`src/hdl/gregorian_date_calculator_defines.svh`:
```
// Assertion macros for the date calculator.
`ifndef GREGORIAN_DATE_CALCULATOR_DEFINES_SVH
`define GREGORIAN_DATE_CALCULATOR_DEFINES_SVH

`ifndef SYNTH
// Checked outside reset.
`define GDC_ASSERT(label, prop, msg) \
  label: assert property (@(posedge clk_i) disable iff (!rst_ni) (prop)) else $error(msg);
// Checked at every edge, reset included.
`define GDC_ASSERT_ALWAYS(label, prop, msg) \
  label: assert property (@(posedge clk_i) (prop)) else $error(msg);
`else
`define GDC_ASSERT(label, prop, msg)
`define GDC_ASSERT_ALWAYS(label, prop, msg)
`endif

`endif

```
`src/hdl/gdc_pkg.sv`:
```
package gdc_pkg;

  localparam logic [13:0] YearMin     = 14'd1700;
  localparam logic [13:0] YearMax     = 14'd9999;
  localparam logic [6:0]  YearMinQ100 = 7'd17;
  // floor(y / 100) = (y * Recip100) >> Recip100Shift for all 14-bit y
  localparam logic [12:0] Recip100      = 13'd5243;
  localparam int          Recip100Shift = 19;
  // serial day number of 1700-03-01
  localparam logic [21:0] SerialBase  = 22'd620912;

  localparam int InDataW  = 56;
  localparam int OutDataW = 64;

  typedef struct packed {
    logic [13:0] year;
    logic [6:0]  month;
    logic [6:0]  day;
    logic [7:0]  q100;
  } gdc_raw_t;

  typedef struct packed {
    logic [13:0] year;
    logic [3:0]  month;
    logic [4:0]  day;
    logic        leap;
    logic [13:0] ys;     // year on a March-based count
    logic [6:0]  q100s;  // ys / 100
  } gdc_date_t;

  typedef struct packed {
    logic        first_valid;
    logic [13:0] next_year;
    logic [3:0]  next_month;
    logic [4:0]  next_day;
    logic [2:0]  quarter;
    logic        leap_year;
    logic [8:0]  day_of_year;
  } gdc_info_t;

  function automatic logic [4:0] month_len(input logic [3:0] m, input logic leap);
    logic [4:0] len;
    if (m == 4'd2) begin
      len = leap ? 5'd29 : 5'd28;
    end else if (m inside {4'd4, 4'd6, 4'd9, 4'd11}) begin
      len = 5'd30;
    end else begin
      len = 5'd31;
    end
    return len;
  endfunction

  // days before the month in a January-based year, common year
  function automatic logic [8:0] days_before(input logic [3:0] m);
    logic [8:0] v;
    case (m)
      4'd1:    v = 9'd0;
      4'd2:    v = 9'd31;
      4'd3:    v = 9'd59;
      4'd4:    v = 9'd90;
      4'd5:    v = 9'd120;
      4'd6:    v = 9'd151;
      4'd7:    v = 9'd181;
      4'd8:    v = 9'd212;
      4'd9:    v = 9'd243;
      4'd10:   v = 9'd273;
      4'd11:   v = 9'd304;
      4'd12:   v = 9'd334;
      default: v = 9'd0;
    endcase
    return v;
  endfunction

  // days before the month in a March-based year, month index 0 = March
  function automatic logic [8:0] march_offset(input logic [3:0] ms);
    logic [8:0] v;
    case (ms)
      4'd0:    v = 9'd0;
      4'd1:    v = 9'd31;
      4'd2:    v = 9'd61;
      4'd3:    v = 9'd92;
      4'd4:    v = 9'd122;
      4'd5:    v = 9'd153;
      4'd6:    v = 9'd184;
      4'd7:    v = 9'd214;
      4'd8:    v = 9'd245;
      4'd9:    v = 9'd275;
      4'd10:   v = 9'd306;
      4'd11:   v = 9'd337;
      default: v = 9'd0;
    endcase
    return v;
  endfunction

  function automatic logic [2:0] quarter_of(input logic [3:0] m);
    logic [2:0] q;
    if (m <= 4'd3) begin
      q = 3'd1;
    end else if (m <= 4'd6) begin
      q = 3'd2;
    end else if (m <= 4'd9) begin
      q = 3'd3;
    end else begin
      q = 3'd4;
    end
    return q;
  endfunction

endpackage

```
`src/hdl/gregorian_date_calculator.sv`:
```
// Gregorian date calculator. Takes one pair of dates per transfer and returns one result
// per transfer at a sustained rate of one pair per clock while the output is not stalled;
// the pipeline has five register stages (year / 100, validity and leap, serial day and
// next date, difference, weekday). Each stage advances whenever its successor has room,
// so bubbles close up under back-pressure. A date outside 1700-03-01 .. 9999-12-31
// or not on the calendar is replaced by 1700-03-01; the day after 9999-12-31 stays
// 9999-12-31, and days_between is 0 unless the second date is later than the first.
`include "gregorian_date_calculator_defines.svh"

module gregorian_date_calculator (
  input  logic                          clk_i,
  input  logic                          rst_ni,
  input  logic                          s_axis_tvalid_i,
  output logic                          s_axis_tready_o,
  // first_year, first_month, first_day, second_year, second_month, second_day
  input  logic [gdc_pkg::InDataW-1:0]   s_axis_tdata_i,
  output logic                          m_axis_tvalid_o,
  input  logic                          m_axis_tready_i,
  // first_valid, next_year, next_month, next_day, quarter, leap_year,
  // day_of_year, day_of_week, days_between, zero fill
  output logic [gdc_pkg::OutDataW-1:0]  m_axis_tdata_o
);

  logic rdy1, rdy2, rdy3, rdy4, rdy5;
  logic v1_q, v2_q, v3_q, v4_q, v5_q;

  assign rdy5 = !v5_q || m_axis_tready_i;
  assign rdy4 = !v4_q || rdy5;
  assign rdy3 = !v3_q || rdy4;
  assign rdy2 = !v2_q || rdy3;
  assign rdy1 = !v1_q || rdy2;
  assign s_axis_tready_o = rdy1;
  assign m_axis_tvalid_o = v5_q;

  always_ff @(posedge clk_i or negedge rst_ni) begin
    if (!rst_ni) begin
      v1_q <= 1'b0;
      v2_q <= 1'b0;
      v3_q <= 1'b0;
      v4_q <= 1'b0;
      v5_q <= 1'b0;
    end else begin
      if (rdy1) v1_q <= s_axis_tvalid_i;
      if (rdy2) v2_q <= v1_q;
      if (rdy3) v3_q <= v2_q;
      if (rdy4) v4_q <= v3_q;
      if (rdy5) v5_q <= v4_q;
    end
  end

  // ---------------- stage 1: unpack, year / 100 ----------------
  gdc_pkg::gdc_raw_t raw_d [2];
  gdc_pkg::gdc_raw_t raw_q [2];
  logic [26:0]       prod100 [2];

  always_comb begin
    raw_d[0].year  = s_axis_tdata_i[13:0];
    raw_d[0].month = s_axis_tdata_i[20:14];
    raw_d[0].day   = s_axis_tdata_i[27:21];
    raw_d[1].year  = s_axis_tdata_i[41:28];
    raw_d[1].month = s_axis_tdata_i[48:42];
    raw_d[1].day   = s_axis_tdata_i[55:49];
    for (int i = 0; i < 2; i++) begin
      prod100[i]    = 27'(raw_d[i].year) * 27'(gdc_pkg::Recip100);
      raw_d[i].q100 = prod100[i][gdc_pkg::Recip100Shift +: 8];
    end
  end

  always_ff @(posedge clk_i) begin
    if (rdy1) begin
      raw_q[0] <= raw_d[0];
      raw_q[1] <= raw_d[1];
    end
  end

  // ---------------- stage 2: leap, validity, substitution ----------------
  gdc_pkg::gdc_date_t date_d [2];
  gdc_pkg::gdc_date_t date_q [2];
  logic               ok [2];
  logic               fv_q;
  logic [6:0]         r100 [2];
  logic               lp [2];
  logic [4:0]         ml2 [2];
  logic [14:0]        m100 [2];

  always_comb begin
    for (int i = 0; i < 2; i++) begin
      m100[i] = 15'(raw_q[i].q100) * 15'd100;
      r100[i] = 7'(15'(raw_q[i].year) - m100[i]);
      lp[i]   = ((raw_q[i].year[1:0] == 2'd0) && (r100[i] != 7'd0)) ||
                ((r100[i] == 7'd0) && (raw_q[i].q100[1:0] == 2'd0));
      ml2[i]  = gdc_pkg::month_len(raw_q[i].month[3:0], lp[i]);
      ok[i]   = (raw_q[i].year >= gdc_pkg::YearMin) && (raw_q[i].year <= gdc_pkg::YearMax) &&
                (raw_q[i].month >= 7'd1) && (raw_q[i].month <= 7'd12) &&
                (raw_q[i].day != 7'd0) && (raw_q[i].day <= 7'(ml2[i])) &&
                !((raw_q[i].year == gdc_pkg::YearMin) && (raw_q[i].month < 7'd3));
      if (ok[i]) begin
        date_d[i].year  = raw_q[i].year;
        date_d[i].month = raw_q[i].month[3:0];
        date_d[i].day   = raw_q[i].day[4:0];
        date_d[i].leap  = lp[i];
        if (raw_q[i].month <= 7'd2) begin
          // January and February belong to the previous March-based year
          date_d[i].ys    = raw_q[i].year - 14'd1;
          date_d[i].q100s = (r100[i] == 7'd0) ? 7'(raw_q[i].q100 - 8'd1)
                                              : 7'(raw_q[i].q100);
        end else begin
          date_d[i].ys    = raw_q[i].year;
          date_d[i].q100s = 7'(raw_q[i].q100);
        end
      end else begin
        date_d[i].year  = gdc_pkg::YearMin;
        date_d[i].month = 4'd3;
        date_d[i].day   = 5'd1;
        date_d[i].leap  = 1'b0;
        date_d[i].ys    = gdc_pkg::YearMin;
        date_d[i].q100s = gdc_pkg::YearMinQ100;
      end
    end
  end

  always_ff @(posedge clk_i) begin
    if (rdy2) begin
      date_q[0] <= date_d[0];
      date_q[1] <= date_d[1];
      fv_q      <= ok[0];
    end
  end

  // ---------------- stage 3: serial day, next date, ordinal day ----------------
  gdc_pkg::gdc_info_t info_d, info3_q, info4_q, info5_q;
  logic [22:0]        acc [2];
  logic [3:0]         ms [2];
  logic [21:0]        ser_q [2];
  logic [4:0]         ml3;

  always_comb begin
    for (int i = 0; i < 2; i++) begin
      ms[i]  = (date_q[i].month >= 4'd3) ? date_q[i].month - 4'd3 : date_q[i].month + 4'd9;
      acc[i] = 23'(date_q[i].ys) * 23'd365 + 23'(date_q[i].ys[13:2])
             + 23'(date_q[i].q100s[6:2]) + 23'(gdc_pkg::march_offset(ms[i]))
             + 23'(date_q[i].day) - 23'(date_q[i].q100s) - 23'd1;
    end

    ml3                = gdc_pkg::month_len(date_q[0].month, date_q[0].leap);
    info_d.first_valid = fv_q;
    info_d.next_year   = date_q[0].year;
    info_d.next_month  = date_q[0].month;
    info_d.next_day    = date_q[0].day;
    if (date_q[0].day < ml3) begin
      info_d.next_day = date_q[0].day + 5'd1;
    end else if (date_q[0].month < 4'd12) begin
      info_d.next_month = date_q[0].month + 4'd1;
      info_d.next_day   = 5'd1;
    end else if (date_q[0].year < gdc_pkg::YearMax) begin
      info_d.next_year  = date_q[0].year + 14'd1;
      info_d.next_month = 4'd1;
      info_d.next_day   = 5'd1;
    end
    info_d.quarter     = gdc_pkg::quarter_of(date_q[0].month);
    info_d.leap_year   = date_q[0].leap;
    info_d.day_of_year = gdc_pkg::days_before(date_q[0].month) + 9'(date_q[0].day)
                       + 9'(date_q[0].leap && (date_q[0].month > 4'd2));
  end

  always_ff @(posedge clk_i) begin
    if (rdy3) begin
      ser_q[0] <= acc[0][21:0];
      ser_q[1] <= acc[1][21:0];
      info3_q  <= info_d;
    end
  end

  // ---------------- stage 4: difference, offset from base ----------------
  logic [21:0] diff_q, rel_q;

  always_ff @(posedge clk_i) begin
    if (rdy4) begin
      diff_q  <= (ser_q[1] > ser_q[0]) ? ser_q[1] - ser_q[0] : 22'd0;
      rel_q   <= ser_q[0] - gdc_pkg::SerialBase;
      info4_q <= info3_q;
    end
  end

  // ---------------- stage 5: weekday ----------------
  // 8 == 1 mod 7: add octal digits, then fold twice
  logic [5:0]  oct_sum;
  logic [3:0]  fold1;
  logic [2:0]  fold2;
  logic [2:0]  dow_d, dow_q;
  logic [21:0] diff5_q;

  always_comb begin
    oct_sum = 6'd0;
    for (int k = 0; k < 7; k++) begin
      oct_sum = oct_sum + 6'(rel_q[3*k +: 3]);
    end
    oct_sum = oct_sum + 6'(rel_q[21]);
    fold1   = 4'(oct_sum[5:3]) + 4'(oct_sum[2:0]);
    fold2   = fold1[2:0] + 3'(fold1[3]);
    dow_d   = (fold2 == 3'd7) ? 3'd1 : fold2 + 3'd1;
  end

  always_ff @(posedge clk_i) begin
    if (rdy5) begin
      dow_q   <= dow_d;
      diff5_q <= diff_q;
      info5_q <= info4_q;
    end
  end

  assign m_axis_tdata_o = {2'b00, diff5_q, dow_q, info5_q.day_of_year, info5_q.leap_year,
                           info5_q.quarter, info5_q.next_day, info5_q.next_month,
                           info5_q.next_year, info5_q.first_valid};

  `GDC_ASSERT(a_accept_fills_stage1, s_axis_tvalid_i && s_axis_tready_o |=> v1_q, "accepted transfer lost at stage 1")
  `GDC_ASSERT_ALWAYS(a_invalid_next_date, v5_q && !info5_q.first_valid |-> info5_q.next_year == gdc_pkg::YearMin && info5_q.next_month == 4'd3 && info5_q.next_day == 5'd2, "substituted date gives wrong next date")
  `GDC_ASSERT(a_doy_leap, v5_q && (info5_q.day_of_year == 9'd366) |-> info5_q.leap_year, "day 366 in a common year")

endmodule
```
`config.mk`:
```
export PLATFORM = sky130hd
export DESIGN_NAME = gregorian_date_calculator
export DESIGN_NICKNAME = d
export VERILOG_FILES = /design/src/hdl/gdc_pkg.sv /design/src/hdl/gregorian_date_calculator.sv
export VERILOG_INCLUDE_DIRS = /design/src /design/src/hdl
export SDC_FILE = /design/constraint.sdc
export NUM_CORES = 1
export LEC_CHECK = 0
export ABC_CLOCK_PERIOD_IN_PS = 15400
export BUFFER_PORTS_ARGS = -buffer_cell sky130_fd_sc_hd__buf_2
export CAP_MARGIN = 20
export CORE_MARGIN = 2
export CORE_UTILIZATION = 35
export DETAILED_ROUTE_END_ITERATION = 10
export GPL_TIMING_DRIVEN = 1
export PLACE_DENSITY = 0.5
export SLEW_MARGIN = 10
export SYNTH_ARGS = -nofsm -noshare
export SYNTH_HDL_FRONTEND = slang
export SYNTH_SLANG_ARGS = --single-unit
export TNS_END_PERCENT = 100
```
`constraint.sdc`:
```
create_clock -name clk_i -period 15.4 [get_ports clk_i]
set_input_delay 1.54 -clock clk_i [delete_from_list [all_inputs] [get_ports clk_i]]
set_output_delay 1.54 -clock clk_i [all_outputs]
set_load 0.03 [all_outputs]
```
==> results <==
- The number of H-tree levels is 2.
- Using the TritonRoute via totals, the vias-per-cell ratio works out to 4.764.
- After clock tree synthesis, the clock-pin slew on the worst setup and hold paths is 0.06 ns.
- The final count of hold timing violations is 0.
- The worst hold slack is 0.3936 ns.
- The critical path capture point type is a flop.
- The run finished with clean final reports.
- Global routing finished with a remaining overflow of 0.
- The die footprint is 94,320 sq um.
- The worst clock skew on the final layout is 0.05865 ns.
- The I/O pin count is 126.
- After synthesis, flip-flops and latches occupy 34.94% of the total area.
- The clock reaches the later pin of the worst-skew pair after 0.60 ns.
- The initial utilization of the core area, before any placement, comes to 35.19%.
- The synthesized area divided by synthesized cell count is 11.50 sq um.
- The total global routing track utilization is 15.08%.
- The via count of the first global-routing pass is 20,920.
- Of all nets on the critical path, the largest fanout is 19.
- The final layout contains routed wiring with a total length of 69.55 mm.
- At the worst endpoint, the required time is 15.73 ns.
- The DRC violation count after routing is 0.
- The count of nets left with antenna violations once routing finished came out at 0.
- Across the run, the number of max-cap violations was 0.
- The number of slew-limit violations in the final report came to 0.
- Buffers inserted during clock tree synthesis total 45.
- The diode insertion count for antenna repair is 0.
- The height of the chip is 307.1 um.
- The clock tree from TritonCTS is built.
- The number of buffers added on ports is 123.
- The initial antenna violation count is 1.
- Cells with a size suffix above 1 make up 7.508% of the layout.
- Yosys instantiated no cell more often than sky130_fd_sc_hd__inv_1.
- The layout has 8,806 filler cells.
- The top cell type by total area after synthesis is sky130_fd_sc_hd__edfxtp_1.
- Hold repair after CTS inserted 0 buffers.
- The dominant register cell in the synthesized netlist is sky130_fd_sc_hd__edfxtp_1.
- In this run the biggest area consumer among cell types represents 34.55% of the synthesized area.
- The sum of net half-perimeters after detailed placement is 56.67 mm.
- The category of the most critical setup path is reg2reg.
- The routed wire length per instance is 16.74 um.
- The cell row count is 111.
- The timing-limited maximum frequency is 125.9 MHz.
- The first-iteration detailed-routing DRC count is 935.
- The number of cells produced by synthesis is 2,797.
- STA classifies the critical path startpoint as a flop.
- The first global-routing pass estimated 113.9 mm of wire.
- Counting instances in the post-synthesis netlist gives the leading cell types as 585 x sky130_fd_sc_hd__inv_1, 469 x sky130_fd_sc_hd__ha_1, 370 x sky130_fd_sc_hd__edfxtp_1.
- The accumulated negative setup slack is 0 ns.
- The total area inside the core boundary comes to 91,390 sq um.
- The area overhead of the layout relative to synthesis is 11.23%.
- The maximum clock insertion buffer count is 3.
- Post-CTS repair changed the size of 0 cells.
- Entering global routing, the biggest net connects 79 pins.
- The via count is 19,800.
- For the pin with the worst max-slew slack, the measured transition is 1.044 ns.
- The number of iterations in the first detailed-routing pass is 7.
- The floorplan die width is 307.1 um.
- The share of flip-flops with an asynchronous set or reset after synthesis is 1.333%.
- The number of clock sinks seen by CTS is 375.
- The tree is rooted in a sky130_fd_sc_hd__clkbuf_16.
- The post-synth design cell area is 32,160 sq um.
- The total area of multi-input combinational cells is 18,590 sq um.
- Yosys printed 0 warnings.
- The number of nets in the final layout is 3,783.
- Synthesis instantiated 80 different standard cells from the library.
- Counting flops and latches in the post-synthesis netlist gives 375.
- The number of setup violations in the final report is 0.
- The number of setup buffers added after CTS is 0.
- The final RePlAce weighted congestion is 0.8631.
- Setup repair after global routing left no endpoint under its margin.
- Yosys mapped a number of flops with a built-in enable equal to 370.
- At the worst endpoint, the arrival time is 8.28 ns.
- After layout, the worst path uses 51.59% of the clock period.
- Headroom to the max-slew limit came out at 30.37%.
- Subtracting the final worst setup slack from the clock period gives 7.945 ns.
- The worst min-delay path category is reg2reg.
- Ranked by total cell area, the synthesized netlist is headed by sky130_fd_sc_hd__edfxtp_1 35%, sky130_fd_sc_hd__fa_1 20%, sky130_fd_sc_hd__ha_1 18%.
- The footprint of the flip-flops and latches is 11,240 sq um.
[flip-flops by register name, summed over array words and instances, names as in the netlist, 3 cells and up]
signal / cells
ser_q: 44
rel_q: 22
m_axis_tdata_o: 37
date_q: 75
diff_q: 22
info4_q: 37
raw_q: 70
info3_q: 37
diff5_q: 22
dow_q: 3
[stage by stage]
step                util [%]  cells  setup slack [ns]  cell area, sq um
floorplan                  -   2798             8.143             32160
global placement       37.39   4072             7.601             34170
detailed placement     37.39   4072             7.524             34170
CTS                    39.14   4155             7.471             35760
global route           39.14   4156             6.781             35770
finish                 39.14   4156             7.455             35770
[per-layer routing]
| layer | up-vias | global-route usage, % | wire length [um] |
|---|---|---|---|
| li1 | 9686 | - | - |
| met5 | - | 0 | 0 |
| met1 | 9717 | 22.01 | 34620 |
| met3 | 67 | 1.792 | 2253 |
| met2 | 328 | 24.04 | 31460 |
| met4 | 0 | 3.256 | 1225 |
[path summary, 6_finish.rpt]
kind | from | end | slack [ns] | depth (start not counted)
max in group asynchronous | rst_ni | v4_q | 14.53 | 1
max | date_q[0][29] | ser_q[0][21] | 7.46 | 24
min | diff_q[2] | diff5_q[2] | 0.39 | 0
min reg2reg | diff_q[2] | diff5_q[2] | 0.39 | 0
min in group asynchronous | rst_ni | v3_q | 0.74 | 1
max reg2reg | date_q[0][29] | ser_q[0][21] | 7.46 | 24
[layout make-up]
cell class	count	share of cell area (%)
Clock buffer	51	3.239
Clock inverter	32	1.210
Inverter	586	6.149
Multi-Input combinational cell	1796	51.98
Sequential cell	375	31.41
Tap cell	1186	4.149
Timing Repair Buffer	130	1.861
[critical path, stage by stage, from the launching register on]
cell and delay (ns):
sky130_fd_sc_hd__edfxtp_1 0.78, sky130_fd_sc_hd__clkinv_1 0.46, sky130_fd_sc_hd__ha_1 0.34, sky130_fd_sc_hd__mux2i_1 0.13, sky130_fd_sc_hd__o21ai_0 0.10, sky130_fd_sc_hd__o21ai_1 0.46, sky130_fd_sc_hd__nor2b_1 0.29, sky130_fd_sc_hd__a22oi_1 0.14
sky130_fd_sc_hd__fa_1 0.50, sky130_fd_sc_hd__inv_1 0.05, sky130_fd_sc_hd__fa_1 0.49, sky130_fd_sc_hd__inv_1 0.04, sky130_fd_sc_hd__ha_1 0.31, sky130_fd_sc_hd__fa_1 0.47, sky130_fd_sc_hd__fa_1 0.54, sky130_fd_sc_hd__inv_1 0.05
sky130_fd_sc_hd__fa_1 0.49, sky130_fd_sc_hd__inv_1 0.04, sky130_fd_sc_hd__ha_1 0.23, sky130_fd_sc_hd__o31ai_1 0.47, sky130_fd_sc_hd__a211oi_1 0.17, sky130_fd_sc_hd__o21ai_0 0.44, sky130_fd_sc_hd__o21ai_0 0.22, sky130_fd_sc_hd__and4_1 0.24
sky130_fd_sc_hd__a211o_1 0.22
[layout by cell type (no fill, tap or decap), types with 10 or more instances in the layout]
cell type and instances:
sky130_fd_sc_hd__o31ai_1 13, sky130_fd_sc_hd__clkbuf_16 45, sky130_fd_sc_hd__nor4_1 19, sky130_fd_sc_hd__nand3_1 44, sky130_fd_sc_hd__inv_1 584, sky130_fd_sc_hd__fa_1 320
sky130_fd_sc_hd__o21a_1 16, sky130_fd_sc_hd__xnor2_1 104, sky130_fd_sc_hd__edfxtp_1 370, sky130_fd_sc_hd__nand2b_1 24, sky130_fd_sc_hd__a21oi_1 105, sky130_fd_sc_hd__nand2_1 93
sky130_fd_sc_hd__o21ai_0 78, sky130_fd_sc_hd__a21o_1 36, sky130_fd_sc_hd__a211oi_1 14, sky130_fd_sc_hd__nor2_1 112, sky130_fd_sc_hd__and3_1 16, sky130_fd_sc_hd__buf_2 123
sky130_fd_sc_hd__a31oi_1 10, sky130_fd_sc_hd__nor2b_1 32, sky130_fd_sc_hd__o21bai_1 12, sky130_fd_sc_hd__and2_1 37, sky130_fd_sc_hd__nand4_1 15, sky130_fd_sc_hd__or3_1 13
sky130_fd_sc_hd__xor2_1 44, sky130_fd_sc_hd__nor3_1 38, sky130_fd_sc_hd__ha_1 469
[kinds of logic (layout without fill, tap and decap cells)]
| group | after synthesis | count (layout) | share of synthesized area, % |
|---|---|---|---|
| buffers and inverters | 627 | 799 | 7.342 |
| other | 1 | 2 | 0.01166 |
| AO/OA/AOI/OAI | 372 | 372 | 7.614 |
| adder cells (fa/ha/maj) | 789 | 789 | 38.17 |
| multiplexers | 8 | 8 | 0.2568 |
| XOR/XNOR | 150 | 150 | 4.171 |
| flip-flops | 375 | 375 | 34.94 |
| AND/OR/NAND/NOR | 475 | 475 | 7.497 |
Power is left out: the tool's default activity adds up to more than one toggle a clock period on the data nets, which glitch-free logic cannot reach.
